## config.mk

```make
export PLATFORM = sky130hd
export DESIGN_NAME = fifo_queue_with_remove_by_id_core
export DESIGN_NICKNAME = d
export VERILOG_FILES = /design/src/rtl/core/fqr_pkg.sv /design/src/rtl/core/fqr_ram.sv /design/src/rtl/core/fifo_queue_with_remove_by_id_core.sv
export SDC_FILE = /design/constraint.sdc
export NUM_CORES = 2
export LEC_CHECK = 0
export BUFFER_PORTS_ARGS = -buffer_cell sky130_fd_sc_hd__clkbuf_2
export CAP_MARGIN = 40
export CORE_UTILIZATION = 45
export CTS_CLUSTER_SIZE = 30
export DETAILED_ROUTE_END_ITERATION = 7
export PLACE_DENSITY_LB_ADDON = 0.2
export REMOVE_ABC_BUFFERS = 1
export SETUP_SLACK_MARGIN = 0.15
export SLEW_MARGIN = 20
export SYNTH_ARGS = -nofsm -noshare
export SYNTH_HDL_FRONTEND = slang
export SYNTH_SLANG_ARGS = --single-unit
```

## constraint.sdc

```tcl
create_clock -name clk -period 7.9 [get_ports clk]
set_input_delay 0.395 -clock clk [delete_from_list [all_inputs] [get_ports clk]]
set_output_delay 0.395 -clock clk [all_outputs]
set_load 0.02 [all_outputs]
```

## src/rtl/core/fqr_pkg.sv

```systemverilog
// Shared constants for the FIFO queue with remove-by-id core.
// Holds parameter defaults, operation codes and status codes.
// No dependencies.
package fqr_pkg;

  localparam int DEPTH_DEF       = 32;
  localparam int HANDLE_BITS_DEF = 16;
  localparam int ID_BITS_DEF     = 16;

  localparam int OP_BITS     = 2;
  localparam int STATUS_BITS = 2;

  localparam logic [OP_BITS-1:0] OP_PUSH   = 2'd0;
  localparam logic [OP_BITS-1:0] OP_POP    = 2'd1;
  localparam logic [OP_BITS-1:0] OP_REMOVE = 2'd2;
  localparam logic [OP_BITS-1:0] OP_FIND   = 2'd3;

  localparam logic [STATUS_BITS-1:0] ST_OK   = 2'd0;
  localparam logic [STATUS_BITS-1:0] ST_MISS = 2'd1;
  localparam logic [STATUS_BITS-1:0] ST_FULL = 2'd2;

endpackage

```

## src/rtl/core/fqr_ram.sv

```systemverilog
// Generic single-write, single-read RAM with registered read data.
// Used for the handle, id and link stores. No dependencies.
module fqr_ram #(
  parameter int WIDTH = 16,
  parameter int DEPTH = 32
) (
  input  logic                     clk,
  input  logic                     we,
  input  logic [$clog2(DEPTH)-1:0] waddr,
  input  logic [WIDTH-1:0]         wdata,
  input  logic [$clog2(DEPTH)-1:0] raddr,
  output logic [WIDTH-1:0]         rdata
);

  logic [WIDTH-1:0] mem [DEPTH];

  always_ff @(posedge clk) begin
    if (we) begin
      mem[waddr] <= wdata;
    end
    rdata <= mem[raddr];
  end

endmodule

```

## src/rtl/core/fifo_queue_with_remove_by_id_core.sv

```systemverilog
// Top level of the FIFO queue with remove-by-id: sequencer, slot bitmap and pointers.
// Depends on fqr_pkg (codes, defaults) and fqr_ram (handle, id and link stores).
//
//   channel   signals                              handshake
//   command   start, busy, op, handle_in, id_in    taken when start && !busy
//   result    done, handle_out, status, occupancy  done high one cycle, no stall
//
// Push scans the slot bitmap one slot per cycle.
// Pop does one registered read of the head entry.
// Remove and find walk the linked entries, one RAM read per cycle through the
// shared id compare.
// Full push and empty pop answer in the cycle after start.
// Reset empties the queue at once; the entry stores need no clearing.
module fifo_queue_with_remove_by_id_core #(
  parameter int DEPTH       = fqr_pkg::DEPTH_DEF,
  parameter int HANDLE_BITS = fqr_pkg::HANDLE_BITS_DEF,
  parameter int ID_BITS     = fqr_pkg::ID_BITS_DEF
) (
  input  logic                             clk,
  input  logic                             rst,
  input  logic                             start,
  output logic                             busy,
  input  logic [fqr_pkg::OP_BITS-1:0]      op,
  input  logic [HANDLE_BITS-1:0]           handle_in,
  input  logic [ID_BITS-1:0]               id_in,
  output logic                             done,
  output logic [HANDLE_BITS-1:0]           handle_out,
  output logic [fqr_pkg::STATUS_BITS-1:0]  status,
  output logic [$clog2(DEPTH+1)-1:0]       occupancy
);

  localparam int AW = $clog2(DEPTH);
  localparam int CW = $clog2(DEPTH + 1);

  localparam logic [1:0] S_IDLE = 2'd0;
  localparam logic [1:0] S_SCAN = 2'd1;
  localparam logic [1:0] S_POP  = 2'd2;
  localparam logic [1:0] S_WALK = 2'd3;

  logic [1:0]                    state;
  logic [fqr_pkg::OP_BITS-1:0]   op_r;
  logic [HANDLE_BITS-1:0]        handle_r;
  logic [ID_BITS-1:0]            id_r;
  logic [DEPTH-1:0]              slot_used;
  logic [AW-1:0]                 head;
  logic [AW-1:0]                 tail;
  logic [CW-1:0]                 count;
  logic [AW-1:0]                 idx;
  logic [AW-1:0]                 cur;
  logic [AW-1:0]                 prev;
  logic                          have_prev;
  logic [CW-1:0]                 n;

  logic [HANDLE_BITS-1:0]        rd_handle;
  logic [ID_BITS-1:0]            rd_id;
  logic [AW-1:0]                 rd_link;
  logic [AW-1:0]                 raddr;

  logic                          accept;
  logic                          scan_hit;
  logic                          walk_end;
  logic                          walk_hit;
  logic                          link_we;
  logic [AW-1:0]                 link_waddr;
  logic [AW-1:0]                 link_wdata;

  assign busy     = (state != S_IDLE);
  assign accept   = start && !busy;
  assign scan_hit = (state == S_SCAN) && !slot_used[idx];
  assign walk_end = (state == S_WALK) && (n == count);
  assign walk_hit = (state == S_WALK) && (n != count) && (rd_id == id_r);

  // While walking, chase the link just read; otherwise keep the head entry ready.
  assign raddr = (state == S_WALK) ? rd_link : head;

  always_comb begin
    link_we    = 1'b0;
    link_waddr = tail;
    link_wdata = idx;
    if (scan_hit && count != '0) begin
      link_we = 1'b1;
    end else if (walk_hit && op_r == fqr_pkg::OP_REMOVE && have_prev) begin
      link_we    = 1'b1;
      link_waddr = prev;
      link_wdata = rd_link;
    end
  end

  fqr_ram #(.WIDTH(HANDLE_BITS), .DEPTH(DEPTH)) u_handle_ram (
    .clk   (clk),
    .we    (scan_hit),
    .waddr (idx),
    .wdata (handle_r),
    .raddr (raddr),
    .rdata (rd_handle)
  );

  fqr_ram #(.WIDTH(ID_BITS), .DEPTH(DEPTH)) u_id_ram (
    .clk   (clk),
    .we    (scan_hit),
    .waddr (idx),
    .wdata (id_r),
    .raddr (raddr),
    .rdata (rd_id)
  );

  fqr_ram #(.WIDTH(AW), .DEPTH(DEPTH)) u_link_ram (
    .clk   (clk),
    .we    (link_we),
    .waddr (link_waddr),
    .wdata (link_wdata),
    .raddr (raddr),
    .rdata (rd_link)
  );

  // Payload registers
  always_ff @(posedge clk) begin
    if (accept) begin
      op_r      <= op;
      handle_r  <= handle_in;
      id_r      <= id_in;
      cur       <= head;
      have_prev <= 1'b0;
      n         <= '0;
      idx       <= '0;
    end else if (state == S_SCAN) begin
      idx <= idx + AW'(1);
    end else if (state == S_WALK) begin
      prev      <= cur;
      have_prev <= 1'b1;
      cur       <= rd_link;
      n         <= n + CW'(1);
    end
  end

  always_ff @(posedge clk) begin
    if (rst) begin
      state     <= S_IDLE;
      slot_used <= '0;
      head      <= '0;
      tail      <= '0;
      count     <= '0;
      done      <= 1'b0;
    end else begin
      done <= 1'b0;
      unique case (state)
        S_IDLE: begin
          if (accept) begin
            handle_out <= '0;
            occupancy  <= count;
            unique case (op)
              fqr_pkg::OP_PUSH: begin
                if (count == CW'(DEPTH)) begin
                  status <= fqr_pkg::ST_FULL;
                  done   <= 1'b1;
                end else begin
                  state <= S_SCAN;
                end
              end
              fqr_pkg::OP_POP: begin
                if (count == '0) begin
                  status <= fqr_pkg::ST_MISS;
                  done   <= 1'b1;
                end else begin
                  state <= S_POP;
                end
              end
              default: begin
                state <= S_WALK;
              end
            endcase
          end
        end
        S_SCAN: begin
          // Take the lowest free slot; advance until one is found.
          if (scan_hit) begin
            slot_used[idx] <= 1'b1;
            if (count == '0) begin
              head <= idx;
            end
            tail       <= idx;
            count      <= count + CW'(1);
            handle_out <= '0;
            status     <= fqr_pkg::ST_OK;
            occupancy  <= count + CW'(1);
            done       <= 1'b1;
            state      <= S_IDLE;
          end
        end
        S_POP: begin
          slot_used[head] <= 1'b0;
          count           <= count - CW'(1);
          if (count == CW'(1)) begin
            head <= '0;
            tail <= '0;
          end else begin
            head <= rd_link;
          end
          handle_out <= rd_handle;
          status     <= fqr_pkg::ST_OK;
          occupancy  <= count - CW'(1);
          done       <= 1'b1;
          state      <= S_IDLE;
        end
        S_WALK: begin
          if (walk_end) begin
            handle_out <= '0;
            status     <= fqr_pkg::ST_MISS;
            occupancy  <= count;
            done       <= 1'b1;
            state      <= S_IDLE;
          end else if (walk_hit) begin
            status <= fqr_pkg::ST_OK;
            done   <= 1'b1;
            state  <= S_IDLE;
            if (op_r == fqr_pkg::OP_REMOVE) begin
              // Unlink the matching entry and release its slot.
              slot_used[cur] <= 1'b0;
              count          <= count - CW'(1);
              handle_out     <= rd_handle;
              occupancy      <= count - CW'(1);
              if (count == CW'(1)) begin
                head <= '0;
                tail <= '0;
              end else begin
                if (!have_prev) begin
                  head <= rd_link;
                end
                if (have_prev && cur == tail) begin
                  tail <= prev;
                end
              end
            end else begin
              handle_out <= '0;
              occupancy  <= count;
            end
          end
        end
        default: begin
          state <= S_IDLE;
        end
      endcase
    end
  end

  a_bitmap_matches_count: assert property (@(posedge clk) disable iff (rst)
    $countones(slot_used) == int'(count))
    else $error("slot bitmap population differs from entry count");

  a_count_bounded: assert property (@(posedge clk) disable iff (rst)
    count <= CW'(DEPTH))
    else $error("entry count above depth");

  a_done_when_idle: assert property (@(posedge clk) disable iff (rst)
    done |-> !busy)
    else $error("result strobe while a transaction is still in progress");

  a_accept_goes_busy: assert property (@(posedge clk) disable iff (rst)
    accept && !(op == fqr_pkg::OP_PUSH && count == CW'(DEPTH))
           && !(op == fqr_pkg::OP_POP && count == '0) |=> busy)
    else $error("accepted transaction did not start work");

  a_full_only_at_depth: assert property (@(posedge clk) disable iff (rst)
    done && status == fqr_pkg::ST_FULL |-> occupancy == CW'(DEPTH))
    else $error("full status reported below depth");

endmodule

```

* Word level (Yosys, flattened, before mapping)
Memory sizes are Yosys's and may differ from the RTL's. A register that Yosys moved wholly into a read port is not among the register bits.
Index checks and enable logic that the tools add are counted.
** Cells by class
- Add/subtract/negate cells :: 4
- $lt $le $gt $ge :: 6
- Equal/unequal tests :: 27
- Mux-type cells :: 79
- Bitwise gates (word level) :: 8
- Reductions and logical operators :: 31
** Operators with widths (count)
- 2-to-1 mux 32 bit :: 4
- 2-to-1 mux 5 bit :: 23
- case mux 32 bit (3 select lines) :: 1
- 2-to-1 mux 16 bit :: 5
- AND 32 bit :: 2
- inverter 32 bit :: 2
- case mux 16 bit (4 select lines) :: 1
- 2-to-1 mux 6 bit :: 6
- bitwise OR 32 bit :: 1
- case mux 5 bit (3 select lines) :: 2
- case mux 6 bit (4 select lines) :: 1
- AND reduction 7 bit :: 3
- 2-to-1 mux 2 bit :: 10
- less-than comparator 5 x 6 -> 1 bit (second input constant) :: 3
- case mux 6 bit (3 select lines) :: 1
- equality test 16 bit :: 1
- case mux 2 bit (4 select lines) :: 2
- demux 1 bit (select 5 bit) :: 3
- greater-or-equal comparator 5 x 1 -> 1 bit (second input constant) :: 3
- 2-to-1 mux 1 bit :: 15
- inequality test 3 bit (second input constant) :: 5
- adder 6 x 1 -> 6 bit (second input constant) :: 2
- logical AND 1 bit :: 12
- inequality test 2 bit (second input constant) :: 6
- other kinds (27) :: 41
** Storage, ports and cells
- Bits in registers :: 131
- RAM bits :: 1184
- Input bits :: 37
- Word-level logic and storage cells :: 175
- Memories kept :: 3
** Memory list
- u_handle_ram.mem :: depth 32, width 16, read ports 1, clocked after memory_dff 1, write ports 1, RTL line fqr_ram.sv:15 : logic [WIDTH-1:0] mem [DEPTH];
- u_id_ram.mem :: depth 32, width 16, read ports 1, clocked after memory_dff 1, write ports 1, RTL line fqr_ram.sv:15
- u_link_ram.mem :: depth 32, width 5, read ports 1, clocked after memory_dff 1, write ports 1, RTL line fqr_ram.sv:15

* Longest topological paths before layout
- Depth after elaboration :: 10
- Gate-level depth with buffers :: 10
- Mapped depth without buffers :: 8

* Cells and area by module
Synthesis repeated with hierarchy kept, for this count alone.
** Second synthesis, totals
- Cells, all modules :: 3232
- Area total of the unflattened synthesis :: 54232.0 um^2
** Modules (own cells, without submodules)
- fqr_ram at u_handle_ram ... :: instances 2, cells an instance 1143, area each 20534.7 um^2, sequential area each 15695.1 um^2
- fifo_queue_with_remove_by_id_core :: instances 1, cells an instance 669, area each 6817.8 um^2, sequential area each 3303.2 um^2
- fqr_ram at u_link_ram :: instances 1, cells an instance 277, area each 6344.8 um^2, sequential area each 4904.7 um^2

* Worst setup path after synthesis
OpenSTA, ideal clock, no wires.
- Path type :: register to register
- From :: reg idx[1]
- To :: mem u_handle_ram.mem[12][0] (enable)
- Library setup time :: 0.463 ns
- Arrival time :: 3.892 ns
- Data required time :: 7.437 ns
- Setup slack :: 3.544 ns
- Stages on the path, launching flop included :: 9
- Path buffers :: 3
- Period minus slack after synthesis :: 4.356 ns
- Path through :: dfxtp_1 -> buf_6 -> buf_6 -> mux2i_1 -> o22ai_1 -> a222oi_1 -> buf_4 -> nand4_1 -> nor3_1
** Between the ends
- Longest elaborated chain between the ends :: 6
** Ends and longest elaborated chain
- from (decl) :: RTL line fifo_queue_with_remove_by_id_core.sv:48 : logic [AW-1:0] idx;
- from (signal assigned) :: RTL line fifo_queue_with_remove_by_id_core.sv:127 : idx <= idx + AW'(1);
- binary-select mux 1 bit (select 5 bit) :: RTL line fifo_queue_with_remove_by_id_core.sv:69 : assign scan_hit = (state == S_SCAN) && !slot_used[idx];
- 2-to-1 mux 1 bit (implied by the code) :: RTL line fifo_queue_with_remove_by_id_core.sv:69
- logical NOT 1 bit :: RTL line fifo_queue_with_remove_by_id_core.sv:69
- logical AND 1 bit :: RTL line fifo_queue_with_remove_by_id_core.sv:69
- 2-to-1 mux 1 bit :: RTL line fqr_ram.sv:18 : if (we) begin
- 2-to-1 mux 1 bit (implied by the code) :: RTL line fqr_ram.sv:19 : mem[waddr] <= wdata;
- to (decl) :: RTL line fqr_ram.sv:15
Several ways; a longest one is shown, not always the timed one. The select of a mux whose other input is x is not followed.

* Final worst setup path
- From :: reg state[0]
- To :: reg u_id_ram.rdata[7] (read register of u_id_ram.mem)
** Between the ends
- Longest elaborated chain between the ends :: 2
** Ends and longest elaborated chain
- from (decl) :: RTL line fifo_queue_with_remove_by_id_core.sv:40 : logic [1:0] state;
- from (signal assigned) :: RTL line fifo_queue_with_remove_by_id_core.sv:138 : state <= S_IDLE;
- from (signal assigned) :: RTL line fifo_queue_with_remove_by_id_core.sv:157 : state <= S_SCAN;
- from (signal assigned) :: RTL line fifo_queue_with_remove_by_id_core.sv:165 : state <= S_POP;
- equality test 2 bit :: RTL line fifo_queue_with_remove_by_id_core.sv:74 : assign raddr = (state == S_WALK) ? rd_link : head;
- 2-to-1 mux 5 bit :: RTL line fifo_queue_with_remove_by_id_core.sv:74
- to (decl) :: RTL line fqr_ram.sv:12 : output logic [WIDTH-1:0] rdata
No other way between the ends.
A chain may end at the register's enable or synchronous reset.

==> qor.txt <==
Skew-Pair Late Insertion Delay - 0.76 ns
Arrival time worst endpoint - 5.37 ns
Max Cap Viol - 0
CP max stage cell - mux2i_4
Area leader, netlist - edfxtp_1
Area grow syn2layout - 15.6%
Initial Util - 45.3%
Worst Hold Class - in -> reg
Hpwl dp - 77100 um
Setup Buffers After CTS - 0
Iter 0 DRT Violations - 2789
Mapped Area - 0.0526 mm^2
Total grt overflow - 0
Final non-filler cell total - 4466
Crit start category - flop
# DRC - 4
Pwr dens - 267 mW/mm^2
Post-synthesis compound-gate area fraction - 4.76%
Initial antenna violation count - 1
Largest net degree at the start of global routing - 130
Syn Area/Cell - 20.1 um^2
DP Cell Count - 4158
Cell count after synthesis - 2611
Row count - 125
Setup ws final - 3.14 ns
Adder-cell share of the synthesized area - 0.190%
Most used cell, CP - buf_4
Post-Synth XOR/XNOR Area - 0.666%
Post-synth EDFFs - 1252
Post-synthesis mux area share - 14.8%
Die ar. - 0.118 mm^2
Vias per inst - 6.06
VDD IR max - 0.216 mV
First-pass GRT wire length - 192000 um
Placed Instance Area - 0.0558 mm^2
Port buffer count - 62
CTS Buffer Depth - 3
Worst path cell trace - nand2_2 > inv_2 > mux2i_4 > buf_4 > buf_4 > mux2i_1 > o211a_1 > o21ai_1
Synth area leaders - edfxtp_1, mux4_2, dfxtp_1
Endpoints failing setup - 0
Routed WL - 133000 um
Total power - 16300 uW
Post-layout minimum cycle time - 4.76 ns
Synth async-reset ratio - 0%
RSZ-0062 raised after global routing - false
Pre-CTS setup slack - 3.16 ns
Post-DR wirelength/cell - 29.8 um
FILL cells - 9059
Setup crit end kind - flop
Cells resized by post-CTS repair - 0
TNS Setup - 0 ns
TritonCTS clock tree - done
Top-area cell type share of the netlist area - 71.5%
Crit path required time - 8.52 ns
Max-slew violations - 0
Gr usage total - 22.7%
Violated checks - DRC
H-tree depth - 4
Status - complete, but fails checks
P_leak - 0.0201 uW
Final Wtd Congestion - 0.833
Final instance area - 0.0608 mm^2
CP Class - reg -> reg
Hold Fails Final Rpt - 0
Root Driver - clkbuf_16
Tcrit/Tclk final - 60.2%
Fin nets - 2866
Total core area - 0.116 mm^2
Post-synthesis simple-gate area fraction - 2.76%
Main combinational cell family by area after synthesis - multiplexers
Primary FF master, synth - edfxtp_1
Crit-path max cell delay - 0.81 ns
Clock-pin slew on the worst setup and hold paths - 0.06 ns
CTS sink count - 1352
Worst-path maximum fanout - 38
CP top delay family - buffers and inverters
Slew @ Worst Pin - 0.926 ns
Post-synthesis sequential area ratio - 75.3%
Layout cells sized above 1 - 25.8%
Die width - 344 um
Post-cts hold buffer count - 35
ANT nets after route - 0
Fmax - 0.210 GHz
Vias in the first global route - 27309
Via count - 27056
Buffers plus inverters on the worst setup path - 3
Drt pass-1 iters - 8
Most common cell after layout, fill and taps aside - edfxtp_1
Layout Skew - 0.0473 ns
YS warnings - 0
Most frequent cells in the layout - edfxtp_1, mux4_2, clkbuf_16
Distinct cells, synth - 73
IO Count - 63
CTS Buf Count - 140
Die Ht - 344 um
#FFs+latches synth - 1352
Worst slew margin - 38.2%
==> power by group <==
| part | internal, uW | total, uW | switching [uW] |
|---|---|---|---|
| combinational | 666 | 1570 | 905 |
| sequential | 8070 | 8240 | 173 |
| clock | 3660 | 6440 | 2780 |
==> layout make-up <==
type                            count  area (um^2)  share of cell area (%)
Clock inverter                     72          731                    1.20
Tap cell                         1524         1910                    3.13
Timing Repair Buffer              216         2150                    3.53
Clock buffer                      189         3810                    6.26
Sequential cell                  1352        39600                    65.1
Antenna cell                        2         5.00                 0.00823
Multi-Input combinational cell   1088        12500                    20.6
Inverter                           23         86.3                   0.142
==> kinds of logic (layout without fill, tap and decap cells) <==
group / Yosys count / in the layout
AO/OA/AOI/OAI: 351 / 351
XOR/XNOR: 40 / 40
AND/OR/NAND/NOR: 281 / 281
flip-flops: 1352 / 1352
other: 0 / 2
buffers and inverters: 171 / 500
multiplexers: 408 / 408
adder cells (fa/ha/maj): 8 / 8
==> path summary, 6_finish.rpt <==
kind            startpoint           endpoint  slack [ns]  cells after the start
min reg2reg  slot_used[24]      slot_used[24]        0.47                      1
max reg2reg       state[0]  u_id_ram.rdata[7]        3.14                      8
min                    rst           state[1]        0.23                      3
max               state[0]  u_id_ram.rdata[7]        3.14                      8
==> worst register-to-register path: stages, from the launching register on <==
cell     delay [ns]
dfxtp_1        0.78
nand2_2        0.38
inv_2          0.60
mux2i_4        0.82
buf_4          0.67
buf_4          0.79
mux2i_1        0.36
o211a_1        0.16
o21ai_1        0.07
==> metrics by stage <==
stage	utilization (%)	hold slack, ns
after floorplan	-	0.440
after global placement	47.4	0.455
after detailed placement	48.1	0.453
after CTS	52.3	0.188
after global routing	52.4	0.256
final	52.4	0.229
==> synthesized netlist by cell type (4+ instances only) <==
| library cell | instances |
|---|---|
| a22oi_1 | 76 |
| mux2i_1 | 101 |
| o22ai_1 | 37 |
| nor3_1 | 17 |
| buf_1 | 8 |
| edfxtp_1 | 1252 |
| nand4_1 | 11 |
| nor4_1 | 6 |
| mux2_1 | 5 |
| nand3b_1 | 12 |
| and3_1 | 17 |
| nor2b_1 | 14 |
| mux2_2 | 5 |
| buf_6 | 5 |
| o21ai_1 | 32 |
| o211a_1 | 38 |
| a21oi_1 | 59 |
| ha_1 | 8 |
| inv_1 | 22 |
| dfxtp_1 | 100 |
| nand3_1 | 20 |
| xnor2_1 | 20 |
| clkbuf_1 | 54 |
| and4_1 | 4 |
| buf_2 | 75 |
| or2_2 | 4 |
| xor2_1 | 20 |
| mux4_2 | 296 |
| a31oi_1 | 12 |
| o21a_1 | 32 |
| nor3b_1 | 5 |
| a211oi_1 | 10 |
| o21ai_0 | 23 |
| nand2_1 | 46 |
| or3b_2 | 8 |
| or3_1 | 6 |
| nor2_1 | 94 |
| nand2b_1 | 4 |
| buf_4 | 5 |
==> registers in the layout (all words and copies together) (netlist names) <==
register / flops
idx: 5
u_link_ram.mem: 160
op_r: 2
have_prev: 1
u_handle_ram.rdata: 16
u_id_ram.mem: 512
u_handle_ram.mem: 512
occupancy: 6
tail: 5
u_link_ram.rdata: 5
handle_out: 16
count: 6
id_r: 16
cur: 5
n: 6
status: 2
slot_used: 32
head: 5
handle_r: 16
prev: 5
u_id_ram.rdata: 16
done: 1
state: 2
==> layer usage <==
metal	track usage, %	wire length (um)
met5	0	0
met4	5.88	2720
met3	3.27	8590
met2	36.3	64400
met1	33.0	57400
Power figures use the tool's default switching activity.
